<file path="config.mk">
export PLATFORM = sky130hd
export DESIGN_NAME = ksrt_cell
export DESIGN_NICKNAME = d
export VERILOG_FILES = /design/src/rtl/ksrt_pkg.sv /design/src/rtl/ksrt_cell.sv
export SDC_FILE = /design/constraint.sdc
export NUM_CORES = 1
export LEC_CHECK = 0
export ABC_CLOCK_PERIOD_IN_PS = 800
export BUFFER_PORTS_ARGS = -buffer_cell sky130_fd_sc_hd__buf_2
export CORE_ASPECT_RATIO = 1.1
export CORE_MARGIN = 2
export CORE_UTILIZATION = 46
export DETAILED_ROUTE_END_ITERATION = 7
export GPL_ROUTABILITY_DRIVEN = 0
export HOLD_SLACK_MARGIN = 0.02
export PLACE_DENSITY = 0.8
export SYNTH_ARGS = -nofsm -noshare
export SYNTH_HDL_FRONTEND = slang
export SYNTH_SLANG_ARGS = --single-unit
</file>
<file path="constraint.sdc">
create_clock -name clk -period 0.8 [get_ports clk]
set_input_delay 0.12 -clock clk [delete_from_list [all_inputs] [get_ports clk]]
set_output_delay 0.12 -clock clk [all_outputs]
set_load 0.005 [all_outputs]
</file>
<file path="src/rtl/ksrt_pkg.sv">
// shared types and constants for the keyed slew ramp table
package ksrt_pkg;

	localparam int unsigned KEY_W   = 32;
	localparam int unsigned LEVEL_W = 17;
	localparam int unsigned TIME_W  = 32;
	localparam int unsigned GAIN_W  = 16;
	localparam int unsigned SNAP_W  = 24;
	localparam int unsigned PROD_W  = TIME_W + GAIN_W;
	localparam int unsigned IN_W    = 72;
	localparam int unsigned OUT_W   = 24;
	localparam int unsigned CIDX_W  = 8;

	localparam logic [LEVEL_W-1:0] FULL_SCALE = LEVEL_W'(65536);
	localparam logic [GAIN_W-1:0]  GAIN_RESET = GAIN_W'(47722);
	localparam logic [SNAP_W-1:0]  SNAP_RESET = SNAP_W'(1000000);

	// configuration register indexes
	localparam logic [CIDX_W-1:0] REG_RAMP_GAIN  = CIDX_W'(0);
	localparam logic [CIDX_W-1:0] REG_SNAP_LIMIT = CIDX_W'(1);

	// one slot of the table
	typedef struct packed {
		logic [KEY_W-1:0]   key;
		logic [LEVEL_W-1:0] level;
		logic [TIME_W-1:0]  seen;
	} slot_t;

	typedef enum logic [2:0] {
		ST_IDLE,
		ST_SCAN,
		ST_CALC,
		ST_WRITE,
		ST_DONE
	} state_t;

endpackage

</file>
<file path="src/rtl/ksrt_cell.sv">
// one slot cell of the rotating table ring
module ksrt_cell (
	input  logic           clk,
	input  logic           arst_n,
	input  logic           shift_en,
	input  ksrt_pkg::slot_t d,
	output ksrt_pkg::slot_t q
);
	import ksrt_pkg::*;

	slot_t slot_q;

	// take the neighbor's slot whenever the ring rotates
	always_ff @(posedge clk or negedge arst_n) begin
		if (!arst_n) begin
			slot_q <= '0;
		end else if (shift_en) begin
			slot_q <= d;
		end
	end

	assign q = slot_q;

endmodule

</file>
# After elaboration in Yosys (flattened, before gate mapping)
# Index checks and enable logic that the tools add are counted.
# word_totals
wordCells	3
output_inout_bits	81
ff_bits	81

# Depth between registers and ports, before layout
# logic_depth
ltp_word	0
depth_mapped	3
mapped_depth_nobuf	1

# Worst setup path after synthesis
# Ideal clock, no wire load.
# synth_timing
kind	input -> register
from	input shift_en
to	register slot_q, in the netlist q[0]
t_arrival_ps	743
stages	3
setup_ps	125
path_slack_ps	-68
path_cell_list	buf_6 > buf_12 > mux2_4
# synth_lines
element	line_no	rtl
start: declaration	ksrt_cell.sv:5	input logic shift_en,
end signal: assignment	ksrt_cell.sv:16	slot_q <= '0;
end signal: assignment	ksrt_cell.sv:18	slot_q <= d;
end: declaration	ksrt_cell.sv:11	slot_t slot_q;
# No word-level cell between the ends.

==> flow_summary.yaml <==
min_path:
  min_delay_worst_endpoint: "q[15]$_DFFE_PN0P_"
  hp-class: "in -> reg"
  min_path_cells: 2
  holdCritStartpoint: "d[15]"
power:
  peakVddDrop_mv: 1.02
  leakage_nw: 3.07
  powerDensity_mw_per_mm2: 1760
placement:
  dp_slack_ps: -180
  portBuffers: 164
  placed_area_mm2: 0.00427
  dp_hpwl_um: 5150
global_route:
  grt_max_degree: 54
  grt_pass1_wl_um: 14800
  antenna_found_initial: 0
  grt_pass1_vias: 2961
  gr-total-overflow: 0
  grt_usage: 0.244
sta:
  period_share: 1.29
  max_freq_ghz: 0.965
  rsz0062_at_grt: "true"
  relSlewSlack: 0.813
  skew_ps: 0
  setup_viol: 146
  timing.final.ws_setup_ps: -236
  finalMaxSlewViolations: 0
  setup_tns_ps: -20160
  worst_pin_slew_ps: 280
  period_needed_ps: 1040
  hold_violations: 0
floorplanning:
  fp-row-count: 32
  io_pins: 165
  core_mm2: 0.00709
  initial_core_util: 0.481
  die_height_um: 94.3
  die_w_um: 86.1
  die-area_mm2: 0.00812
finish:
  postLayoutCellArea_mm2: 0.00585
  drive_gt1_frac: 0.664
  nNetsFinal: 564
  num_antenna_cells: 0
  largest_register_ffs: 81
  final_cell_mix: "buf_2 (160), dfrtp_1 (81), mux2_4 (80)"
  area_growth_pct: 71.5
  final_common_cell: "buf_2"
routing:
  wl_um: 10200
  drt_first_iter_violations: 86
  wire_per_inst_um: 17.8
  vias: 2633
  vias_per_cell: 4.62
  ant_nets: 0
  drtPass1Iterations: 4
  drc_errors: 0
worst_setup_path:
  critPathCaptureType: "flip-flop"
  path_max_fanout: 2
  rr_worst_depth: 3
  crit_path_start_kind: "flip-flop"
  arrival_ps: 1280
  critical_path_class: "reg -> reg"
  r2r_end: "q[73]$_DFFE_PN0P_"
  worstPathRequired_ps: 1040
  reg2reg_from: "q[73]$_DFFE_PN0P_"
  r2r_slack_ps: -240
yosys:
  syn_nets: 255
  avgSynthCellArea_um2: 19.9
  syn_area_mm2: 0.00341
  synthCells: 171
  ys_seq_area_frac: 0.594
  ys_ff_latch: 81
  yosysWarnings: 0
  synth_cell_type_count: 5
clock_tree:
  cts_tree: "built"
  path_clk_slew_ps: 90
  root_buffer: "clkbuf_8"
  ctsLongestPathBuffers: 2
  htreeDepth: 3
  clkSinkCount: 81
  cts_buffers: 9
  clk_latency_ps: 340
outcome:
  violations: "setup timing"
  status: "finished with violations"
job:
  drv_cap: 0
==> what timing repair did <==
| action | 4_1_cts | 5_1_grt |
|---|---|---|
| endpoints found under the setup margin | 81 | 136 |
| buffers inserted | 49 | 10 |
| hold buffers | 78 | 3 |
| gates resized for setup | 0 | 38 |
| cloned | 0 | 0 |
| hold endpoints to repair | 158 | 3 |
==> layout make-up <==
class | instances | area (um^2)
clock buffers | 10 | 128
multi-input cells | 81 | 1210
well taps | 85 | 106
fillers | 345 | 1240
repair buffers | 307 | 2310
clock inverters | 6 | 67.6
flip-flops and latches | 81 | 2030
==> worst max-delay path by stage <==
stage / from / to / slack, ps
4_1_cts: q[64]$_DFFE_PN0P_ / q[64] / -210
2_1_floorplan: shift_en / q[0]$_DFFE_PN0P_ / -10
5_1_grt: q[73]$_DFFE_PN0P_ / q[73] / -260
3_5_place_dp: shift_en / q[43]$_DFFE_PN0P_ / -180
6_report: q[73]$_DFFE_PN0P_ / q[73]$_DFFE_PN0P_ / -240
3_3_place_gp: shift_en / q[3]$_DFFE_PN0P_ / -150
==> critical path, cell delays in order (launching register included) <==
cell and delay [ps]:
dfrtp_1 410, buf_4 150, buf_6 100, mux2_4 270
==> stage by stage <==
stage	hold WS, ps	cells	total power, mW	util
6_report	33.3	570	10.3	0.826
4_1_cts	21.5	559	10.1	0.792
2_1_floorplan	-176	171	5.68	-
5_1_grt	23.3	570	10.8	0.826
3_5_place_dp	97.4	416	6.47	0.603
3_3_place_gp	89.7	416	6.40	0.603
==> kinds of logic after synthesis <==
family,count (synthesis),synth area share
buf+inv,9,0.0503
flops,81,0.594
mux,81,0.355
==> routing by layer <==
layer	GRT usage	vias up	wire [um]	share of wire
li1	-	1214	-	-
met1	0.271	1286	3940	0.39
met2	0.448	111	5430	0.53
met3	0.0536	22	534	0.053
met4	0.102	0	263	0.026
met5	0	-	0	0
==> synth_stat cells (all sizes together) <==
library cell	count	area [um^2]
buf	9	171
dfrtp	81	2030
mux2	81	1210
==> report_power, final <==
group          total, mW  switching [mW]  internal [mW]
registers           4.77           0.268           4.50
logic               2.60           0.826           1.77
clock network       2.96            1.50           1.46
Power figures use the tool's default switching activity.
