**src/rtl/ksrt_pkg.sv**
```systemverilog
// shared types and constants for the keyed slew ramp table
package ksrt_pkg;

	localparam int unsigned KEY_W   = 32;
	localparam int unsigned LEVEL_W = 17;
	localparam int unsigned TIME_W  = 32;
	localparam int unsigned GAIN_W  = 16;
	localparam int unsigned SNAP_W  = 24;
	localparam int unsigned PROD_W  = TIME_W + GAIN_W;
	localparam int unsigned IN_W    = 72;
	localparam int unsigned OUT_W   = 24;
	localparam int unsigned CIDX_W  = 8;

	localparam logic [LEVEL_W-1:0] FULL_SCALE = LEVEL_W'(65536);
	localparam logic [GAIN_W-1:0]  GAIN_RESET = GAIN_W'(47722);
	localparam logic [SNAP_W-1:0]  SNAP_RESET = SNAP_W'(1000000);

	// configuration register indexes
	localparam logic [CIDX_W-1:0] REG_RAMP_GAIN  = CIDX_W'(0);
	localparam logic [CIDX_W-1:0] REG_SNAP_LIMIT = CIDX_W'(1);

	// one slot of the table
	typedef struct packed {
		logic [KEY_W-1:0]   key;
		logic [LEVEL_W-1:0] level;
		logic [TIME_W-1:0]  seen;
	} slot_t;

	typedef enum logic [2:0] {
		ST_IDLE,
		ST_SCAN,
		ST_CALC,
		ST_WRITE,
		ST_DONE
	} state_t;

endpackage

```
**src/rtl/ksrt_step.sv**
```systemverilog
// ramp update: elapsed time, gain product, then clamp at the goal
module ksrt_step (
	input  logic                          clk,
	input  logic                          arst_n,
	input  logic                          start,
	input  logic                          hit,
	input  logic                          goal_on,
	input  logic [ksrt_pkg::LEVEL_W-1:0]  level,
	input  logic [ksrt_pkg::TIME_W-1:0]   seen,
	input  logic [ksrt_pkg::TIME_W-1:0]   now_us,
	input  logic [ksrt_pkg::GAIN_W-1:0]   gain,
	input  logic [ksrt_pkg::SNAP_W-1:0]   snap,
	output logic                          done,
	output logic [ksrt_pkg::LEVEL_W-1:0]  new_level,
	output logic                          moving
);
	import ksrt_pkg::*;

	logic [TIME_W-1:0]  elapsed;
	logic               in_win;
	logic               v_s1;
	logic               win_s1;
	logic [PROD_W-1:0]  prod_s1;
	logic [LEVEL_W-1:0] lvl_s1;
	logic [LEVEL_W-1:0] goal_s1;
	logic               v_s2;
	logic [LEVEL_W-1:0] level_s2;
	logic               moving_s2;
	logic [TIME_W-1:0]  step;
	logic [TIME_W:0]    up;
	logic [LEVEL_W-1:0] diff;
	logic [LEVEL_W-1:0] nxt;

	// window test; a newly taken slot counts from a zero stamp and starts at goal
	assign elapsed = now_us - (hit ? seen : '0);
	assign in_win  = (elapsed != '0) && (elapsed < {{(TIME_W-SNAP_W){1'b0}}, snap});

	// stage 1: product and window
	always_ff @(posedge clk or negedge arst_n) begin
		if (!arst_n) begin
			v_s1 <= 1'b0;
		end else begin
			v_s1 <= start;
		end
	end

	always_ff @(posedge clk) begin
		if (start) begin
			prod_s1 <= PROD_W'(elapsed) * PROD_W'(gain);
			win_s1  <= in_win;
			goal_s1 <= goal_on ? FULL_SCALE : '0;
			lvl_s1  <= hit ? level : (goal_on ? FULL_SCALE : '0);
		end
	end

	// clamp toward the goal
	assign step = prod_s1[PROD_W-1:GAIN_W];
	assign up   = {1'b0, {(TIME_W-LEVEL_W){1'b0}}, lvl_s1} + {1'b0, step};
	assign diff = lvl_s1 - goal_s1;

	always_comb begin
		nxt = goal_s1;
		if (win_s1) begin
			if (lvl_s1 < goal_s1) begin
				if (up < {{(TIME_W+1-LEVEL_W){1'b0}}, goal_s1}) nxt = up[LEVEL_W-1:0];
			end else if (lvl_s1 > goal_s1) begin
				if (step < {{(TIME_W-LEVEL_W){1'b0}}, diff}) nxt = lvl_s1 - step[LEVEL_W-1:0];
			end else begin
				nxt = lvl_s1;
			end
		end
	end

	// stage 2: result
	always_ff @(posedge clk or negedge arst_n) begin
		if (!arst_n) begin
			v_s2 <= 1'b0;
		end else begin
			v_s2 <= v_s1;
		end
	end

	always_ff @(posedge clk) begin
		if (v_s1) begin
			level_s2  <= nxt;
			moving_s2 <= (nxt != goal_s1);
		end
	end

	assign done      = v_s2;
	assign new_level = level_s2;
	assign moving    = moving_s2;

endmodule

```
**config.mk**
```make
export PLATFORM = sky130hd
export DESIGN_NAME = ksrt_step
export DESIGN_NICKNAME = d
export VERILOG_FILES = /design/src/rtl/ksrt_pkg.sv /design/src/rtl/ksrt_step.sv
export SDC_FILE = /design/constraint.sdc
export NUM_CORES = 1
export LEC_CHECK = 0
export ABC_AREA = 1
export ABC_CLOCK_PERIOD_IN_PS = 7000
export BUFFER_PORTS_ARGS = -buffer_cell sky130_fd_sc_hd__clkbuf_2
export CAP_MARGIN = 20
export CELL_PAD_IN_SITES_DETAIL_PLACEMENT = 1
export CELL_PAD_IN_SITES_GLOBAL_PLACEMENT = 2
export CORE_MARGIN = 1.5
export CORE_UTILIZATION = 35
export DETAILED_ROUTE_END_ITERATION = 12
export GPL_TIMING_DRIVEN = 0
export PLACE_DENSITY_LB_ADDON = 0.1
export SLEW_MARGIN = 20
export SYNTH_ARGS = -nofsm -noshare
export SYNTH_HDL_FRONTEND = slang
export SYNTH_SLANG_ARGS = --single-unit
```
**constraint.sdc**
```tcl
create_clock -name clk -period 7 [get_ports clk]
set_input_delay 0.7 -clock clk [delete_from_list [all_inputs] [get_ports clk]]
set_output_delay 0.7 -clock clk [all_outputs]
set_load 0.02 [all_outputs]
```
After elaboration in Yosys (flattened, before gate mapping)
Cells that the tools add are included.
{"block": "word_totals", "ff_bits": 103, "latch_bits": 0, "ram_bits": 0, "mem_bits_ro": 0, "inputBits": 126, "out_inout_bits": 19, "wordCells": 29, "n_memories": 0}
{"block": "op_classes", "n_addsub": 4, "n_mul": 1, "div_mod_pow": 0, "order_cmp": 5, "eq_ne": 1, "shift": 0, "mux": 8, "n_bitwise": 0, "n_reduce_logical": 2}
{"op": "17-bit two-way mux", "n": 7}
{"op": "32-bit by 16-bit multiplier with 48-bit output", "n": 1}
{"op": "17-bit subtractor", "n": 2}
{"op": "17-bit by 32-bit adder with 33-bit output", "n": 1}
{"op": "33-bit by 17-bit < comparator with 1-bit output", "n": 1}
{"op": "32-bit by 17-bit < comparator with 1-bit output", "n": 1}
{"op": "32-bit by 24-bit < comparator with 1-bit output", "n": 1}
{"op": "32-bit two-way mux", "n": 1}
{"op": "32-bit nonzero test", "n": 1}
{"op": "32-bit subtractor", "n": 1}
{"op": "17-bit greater-than comparator", "n": 1}
{"op": "17-bit < comparator", "n": 1}
{"op": "17-bit inequality test", "n": 1}
{"op": "1-bit logical AND", "n": 1}

Depth between registers and ports, before layout
Gate-level depths: netlist of the first run.
{"block": "logic_depth", "ltp_word": 7, "ltp_mapped": 42, "ltp_nobuf": 40}

Worst setup path after synthesis of the first run
Ideal clock, no wire load.
{"block": "synth_path", "path_kind": "input port to flip-flop", "from": "input hit", "to": "register prod_s1[46] (data pin)", "setup_time_ns": 0.258, "t_arrival_ns": 7.900, "required_time_ns": 6.742, "slack_ns": -1.159, "cell_stages": 33, "n_path_buf": 2, "cell_sequence": "clkbuf_1 -> buf_1 -> nand2_1 -> ha_1 -> a21oi_1 -> inv_1 -> a31oi_1 -> inv_1 -> a21boi_0 -> nand2_1 -> xor2_1 -> clkinv_1 -> nand2_1 -> fa_1 -> fa_1 -> fa_1 -> inv_1 -> fa_1 -> fa_1 -> inv_1 -> fa_1 -> inv_1 -> ha_1 -> a21oi_1 -> o21ai_0 -> a211oi_1 -> o21ai_0 -> a21oi_1 -> o21bai_1 -> nand3_1 -> o211ai_1 -> a21oi_1 -> xnor2_1"}
{"block": "synth_via", "elab_chain_len": 3}
{"item": "from (decl)", "line": "ksrt_step.sv:6", "text": "input logic hit,"}
{"item": "32-bit two-way mux", "line": "ksrt_step.sv:35", "text": "assign elapsed = now_us - (hit ? seen : '0);"}
{"item": "32-bit subtractor", "line": "ksrt_step.sv:35"}
{"item": "32-bit by 16-bit multiplier with 48-bit output", "line": "ksrt_step.sv:49", "text": "prod_s1 <= PROD_W'(elapsed) * PROD_W'(gain);"}
{"item": "to (signal assigned)", "line": "ksrt_step.sv:49"}
{"item": "to (decl)", "line": "ksrt_step.sv:23", "text": "logic [PROD_W-1:0] prod_s1;"}
Every way passes these cells.
A chain may end at the register's enable or synchronous reset.

Worst setup path after layout of the first run
{"block": "layout_path", "from": "input hit", "to": "register prod_s1[38] (data pin)"}
Same word-level chain as after synthesis.

==> metrics.cfg, run 1 <==
[worst_setup_path]
path_max_fanout = 10
critical_path.max_stage_delay_ns = 0.54
crit_path_start = hit
worstPathBufferInverterCount = 11
worst_setup_path_start_kind = input port
worstSetupEndpoint = prod_s1[38]$_DFFE_PP_
r2r_slack_ns = 3.29
cpMostUsedCell = sky130_fd_sc_hd__fa_1
cp_top_family = adder cells
critical_path_arrival_ns = 8.01
crit_type = in2reg
timing.critical_path.to_type = flop
reg2reg_depth = 21
r2r-end = moving$_DFFE_PP_
critical-path-slowest-cell = sky130_fd_sc_hd__fa_1
path_depth = 35
required_time_at_the_endpoint_of_the_critical_path_ns = 7.12
reg2reg_from = lvl_s1[11]$_SDFFCE_PN0P_

[timing]
final.period_utilization_pct = 113
final.setup.worst_slack_ns = -0.896
slew_viol_final = 0
timing.final.setup_violations = 32
hold_viol = 0
setup_total_negative_slack_ns = -18.96
final.hold.worst_slack_ns = 0.121
timing_worst_slew_pin_value_ns = 1.23
grt_setup_unrepaired = true
maxClockFrequency_mhz = 127
min_period_ns = 7.90
timing.clock.skew_ns = 0.0128
worst_case_headroom_to_the_max_slew_limit_pct = 17.6

[synthesis]
dominantRegCellSynth = sky130_fd_sc_hd__edfxtp_1
synth-warning-count = 0
compound_gate_fraction_of_synth_area_pct = 7.03
netlist_area_um2 = 24400
ys_top_cells_by_area = sky130_fd_sc_hd__fa_1 (34%), sky130_fd_sc_hd__nand2_1 (12%), sky130_fd_sc_hd__inv_1 (12%)
yosys.area_share.xor_xnor_pct = 2.77
synth_area_per_cell_um2 = 7.46
combinational_family_with_the_most_area_after_synthesis = adder cells
synth_edf_count = 69
ys_async_sr_fraction_pct = 2.82
yosysTopAreaCellShare_pct = 34.5
synth_largest_area_cell = sky130_fd_sc_hd__fa_1
synth.area.mux_share_pct = 0.0462
synth-seq-cells = 71
synth_cell_type_count = 52
syn-instance-count = 3271
synth.yosys.seq_area_share_pct = 8.70
synth_nets = 4040
synth_fa_ha_area_share_pct = 45.9
synthSimpleGateAreaFrac_pct = 21.7

[floorplanning]
die_y_um = 267
core.rowCount = 96
core-area_um2 = 68800
initial_cell_density_of_the_core_pct = 35.4
die_area_um2 = 71300
dieWidth_um = 267
ios = 145

[final_layout]
most_common_library_cell_in_the_layout_ignoring_fill_and_taps = sky130_fd_sc_hd__inv_1
num_antenna_cells = 0
mostFrequentLayoutCells = sky130_fd_sc_hd__inv_1 (683), sky130_fd_sc_hd__nand2_1 (657), sky130_fd_sc_hd__fa_1 (389)
area_growth_pct = 29.0
net_total_in_the_final_layout = 4356
final_util_pct = 45.7
drive_gt1_share_pct = 24.9

[clock_tree]
tritoncts = done
library_cell_used_as_clock_root_buffer = sky130_fd_sc_hd__clkbuf_16
clock_slew_seen_by_the_registers_of_the_worst_setup_and_hold_paths_ns = 0.07
clock_tree.buffer_depth = 2
numCtsBuffers = 9
clock-sinks = 71
cts-htree-levels = 3
clk_latency_ns = 0.36

[placement]
place.detailed.hpwl_mm = 79.2
dp_worst_setup_slack_ns = -2.49
finalWeightedCongestion = 0.895
count_of_port_buffers_added_during_placement = 133

[run_status]
status = complete, but fails checks
failed_checks = setup timing

[route]
vias_per_cell = 4.96
wl_per_cell_um = 21.2
antenna_left = 0
drt_wl_total_mm = 95.8
detailedRoute.firstPassIterationCount = 5
drt_iter0_markers = 1037
via_count = 22400
drc = 0

[global_routing]
global_route.usage.total_pct = 27.1
grt_overflow = 0
antenna_found_initial = 0
grt_max_degree = 53
first_global_vias = 24700
grt_first_pass_wirelength_mm = 145

[min_path]
hold_path_class = in2async

[flow_run]
maxCapViolations = 0

[metal layers]
metal / part of all wire [%] / global-route usage, % / vias up / wire [um]
li1: - / - / 10400 / -
met1: 42 / 33.6 / 11400 / 40000
met2: 52 / 49.9 / 466 / 49500
met3: 3.9 / 2.47 / 99 / 3760
met4: 2.6 / 7.09 / 0 / 2530
met5: 0 / 0 / - / 0
[through the flow]
step	std cells	instance area, um2
2_1_floorplan	3271	25500
3_3_place_gp	4335	27300
3_5_place_dp	4335	27300
4_1_cts	4462	30000
5_1_grt	4523	31500
6_report	4523	31500
[cells in the mapped netlist (all sizes together), types with 2 or more instances]
cell	number
a211oi	7
a21boi	4
a21o	8
a21oi	156
a31oi	18
and2	5
buf	24
clkbuf	73
clkinv	6
dfrtp	2
edfxtp	69
fa	420
ha	223
inv	774
nand2	772
nand3	85
nand3b	4
nand4	27
nor2	361
nor3	23
nor4	10
o211ai	8
o21a	14
o21ai	67
o21bai	11
o221a	2
o221ai	2
o31ai	3
or2	13
xnor2	16
xor2	59
[area by class of cell]
type,instances,area [um2]
Clock buffer,9,225
Multi-Input combinational cell,2323,21700
Buffer,95,831
Inverter,780,3030
Sequential cell,71,2120
Timing Repair Buffer,307,2290
Tap cell,931,1160
Fill cell,8310,37400
Clock inverter,7,72.6
[worst min-delay path by stage]
| stage | slack, ns | endpoint | startpoint |
|---|---|---|---|
| after floorplan | 0.40 | done$_DFF_PN0_ | arst_n |
| after CTS | 0.11 | done$_DFF_PN0_ | arst_n |
| final | 0.12 | done$_DFF_PN0_ | arst_n |
| after global routing | 0.11 | done$_DFF_PN0_ | arst_n |
| after global placement | 0.49 | done$_DFF_PN0_ | arst_n |
| after detailed placement | 0.49 | done$_DFF_PN0_ | arst_n |
[state kept, by name (all words and copies together), names as in the netlist]
name	flops
done	1
goal_s1	1
lvl_s1	17
moving	1
new_level	17
prod_s1	32
v_s1	1
win_s1	1
[repair_timing]
action / in CTS / in global routing
pin swaps: 94 / 176
cloned: 1 / 0
endpoints found under the setup margin: 32 / 32
resized for setup: 325 / 267
hold buffers: 0 / 0
hold endpoints to repair: 0 / 0
buffers inserted: 111 / 65
[cell families after synthesis]
group                      after synthesis
xor gates and xnor gates                75
AOI/OAI and AO/OA                      302
adders and majority gates              643
muxes                                    1
DFF                                     71
buffers and inverters                  877
and+or+nand+nor                       1302
Power of run 1 is not shown: default switching activity piles up to over one toggle a cycle in this logic, so the estimate is an artifact.
==> run 2, diff against run 1 <==
ABC_CLOCK_PERIOD_IN_PS = not set   (was 7000)
CELL_PAD_IN_SITES_DETAIL_PLACEMENT = not set   (was 1)
CELL_PAD_IN_SITES_GLOBAL_PLACEMENT = not set   (was 2)
PLACE_DENSITY_LB_ADDON = not set   (was 0.1)
==> metrics.cfg, run 2 (same netlist as run 1, synthesis figures left out) <==
[final_layout]
mostFrequentLayoutCells = sky130_fd_sc_hd__inv_1 (701), sky130_fd_sc_hd__nand2_1 (662), sky130_fd_sc_hd__fa_1 (395)
num_antenna_cells = 0  ; unchanged
largest_register = prod_s1
multi_input_comb_area_um2 = 21400  ; -1.5%
largest_register_ff_count = 32  ; unchanged
net_total_in_the_final_layout = 4329  ; -0.62%
area_growth_pct = 26.5
drive_gt1_share_pct = 22.9  ; -2.0 points
n_fill_cell = 6886  ; -17%
most_common_library_cell_in_the_layout_ignoring_fill_and_taps = sky130_fd_sc_hd__inv_1
area.sequential_um2 = 2120  ; unchanged

[floorplanning]
initial_cell_density_of_the_core_pct = 35.4  ; unchanged
ios = 145  ; unchanged
core.rowCount = 96  ; unchanged
die_area_um2 = 71300  ; unchanged
die_y_um = 267  ; unchanged
core-area_um2 = 68800  ; unchanged
dieWidth_um = 267  ; unchanged

[clock_tree]
cts-htree-levels = 3  ; unchanged
clock_slew_seen_by_the_registers_of_the_worst_setup_and_hold_paths_ns = 0.06  ; about the same
clock-sinks = 71  ; unchanged
holdBufCountCts = 0  ; unchanged
numCtsBuffers = 9  ; unchanged
library_cell_used_as_clock_root_buffer = sky130_fd_sc_hd__clkbuf_16
tritoncts = done
clock_tree.buffer_depth = 2  ; unchanged
clk_latency_ns = 0.35  ; about the same

[timing]
final.period_utilization_pct = 110  ; -2.5 points
maxClockFrequency_mhz = 130  ; +2.3%
slew_viol_final = 0  ; unchanged
timing.final.setup_violations = 30  ; -6.3%
final.setup.worst_slack_ns = -0.720  ; +0.176 ns
worst_case_headroom_to_the_max_slew_limit_pct = 38.5  ; +21 points
timing_worst_slew_pin_value_ns = 0.923  ; -0.309 ns
hold_viol = 0  ; unchanged
grt_setup_unrepaired = true
min_period_ns = 7.72  ; -0.176 ns
timing.clock.skew_ns = 0.0141  ; +0.00123 ns

[route]
drt_iter0_markers = 1333  ; +29%
antenna_left = 0  ; unchanged
detailedRoute.firstPassIterationCount = 5  ; unchanged
drt_wl_total_mm = 79.2  ; -17%
via_count = 22000  ; -2.1%
drc = 0  ; unchanged
vias_per_cell = 4.89  ; -1.5%
wl_per_cell_um = 17.6  ; -17%

[worst_setup_path]
critical_path.max_stage_delay_ns = 0.57  ; +0.03 ns
cpMostUsedCell = sky130_fd_sc_hd__fa_1
worst_setup_path_start_kind = input port
crit_type = in2reg
path_max_fanout = 8  ; -2
critical_path_arrival_ns = 7.82  ; -0.19 ns
critical-path-slowest-cell = sky130_fd_sc_hd__fa_1
required_time_at_the_endpoint_of_the_critical_path_ns = 7.10  ; -0.02 ns
timing.critical_path.to_type = flop

[flow_run]
maxCapViolations = 0  ; unchanged

[run_status]
failed_checks = setup timing
status = complete, but fails checks

[min_path]
hold_path_class = in2async

[global_routing]
first_global_vias = 22600  ; -8.5%
grt_overflow = 0  ; unchanged
antenna_found_initial = 2  ; +2
grt_first_pass_wirelength_mm = 123  ; -15%
global_route.usage.total_pct = 22.3  ; -4.7 points
grt_max_degree = 53  ; unchanged

[placement]
finalWeightedCongestion = 0.955  ; +6.7%
place.detailed.hpwl_mm = 64.7  ; -18%
count_of_port_buffers_added_during_placement = 133  ; unchanged
dp_worst_setup_slack_ns = -2.38  ; +0.107 ns

run 2: cell type report:
class | instances | share of cell area (%)
tap | 931 | 3.77
clock inverter | 6 | 0.276
timing repair buffer | 282 | 6.77
clock buffer | 9 | 0.730
sequential | 71 | 6.88
multi-input combinational | 2323 | 69.3
inverter | 780 | 9.76
buffer | 93 | 2.47
run 2: what timing repair did:
action / in CTS / in global routing
setup endpoints to repair: 32 / 32
pin swaps: 134 / 122
resized for setup: 319 / 179
gates cloned: 1 / 2
buffers inserted: 109 / 39
run 2: worst max-delay path, delay by kind of cell:
family                     cells  cell delay [ns]
adders and majority gates      8             3.66
AOI/OAI and AO/OA              4             0.59
xor gates and xnor gates       2             0.31
buffers and inverters         10             1.12
and+or+nand+nor               11             1.39
run 2: metrics by stage:
step | hold WS, ns | setup TNS, ns | cell area (um2) | std cells | util, %
final | 0.132 | -14.40 | 30900 | 4495 | 44.8
after global routing | 0.129 | -21.87 | 30900 | 4495 | 44.8
after CTS | 0.126 | -11.53 | 29900 | 4457 | 43.5
after detailed placement | 0.489 | -57.91 | 27300 | 4335 | 39.7
after global placement | 0.488 | -58.40 | 27300 | 4335 | 39.7
after floorplan | 0.404 | -2.60 | 25500 | 3271 | -
run 2: path summary, 6_finish.rpt:
check,startpoint,to,slack [ns],cells past startpoint
worst max-delay path,hit,prod_s1[46]$_DFFE_PP_,-0.72,35
worst min-delay path,arst_n,v_s1$_DFF_PN0_,0.13,1
worst max register to register,goal_s1[16]$_DFFE_PP_,moving$_DFFE_PP_,3.48,16
worst min register to register,win_s1$_DFFE_PP_,new_level[16]$_DFFE_PP_,0.80,1
max in group asynchronous,arst_n,done$_DFF_PN0_,6.77,1
min in group clk,goal_on,goal_s1[16]$_DFFE_PP_,0.57,1
run 2: metal layers:
metal | share of wire [%] | GRT usage [%] | vias to the layer above
met5 | 0.029 | 0 | -
met4 | 4.1 | 8.20 | 4
met3 | 8.0 | 3.87 | 155
met2 | 46 | 37.4 | 859
met1 | 42 | 28.8 | 10600
li1 | - | - | 10400
Power of run 2 is left out for the same reason.
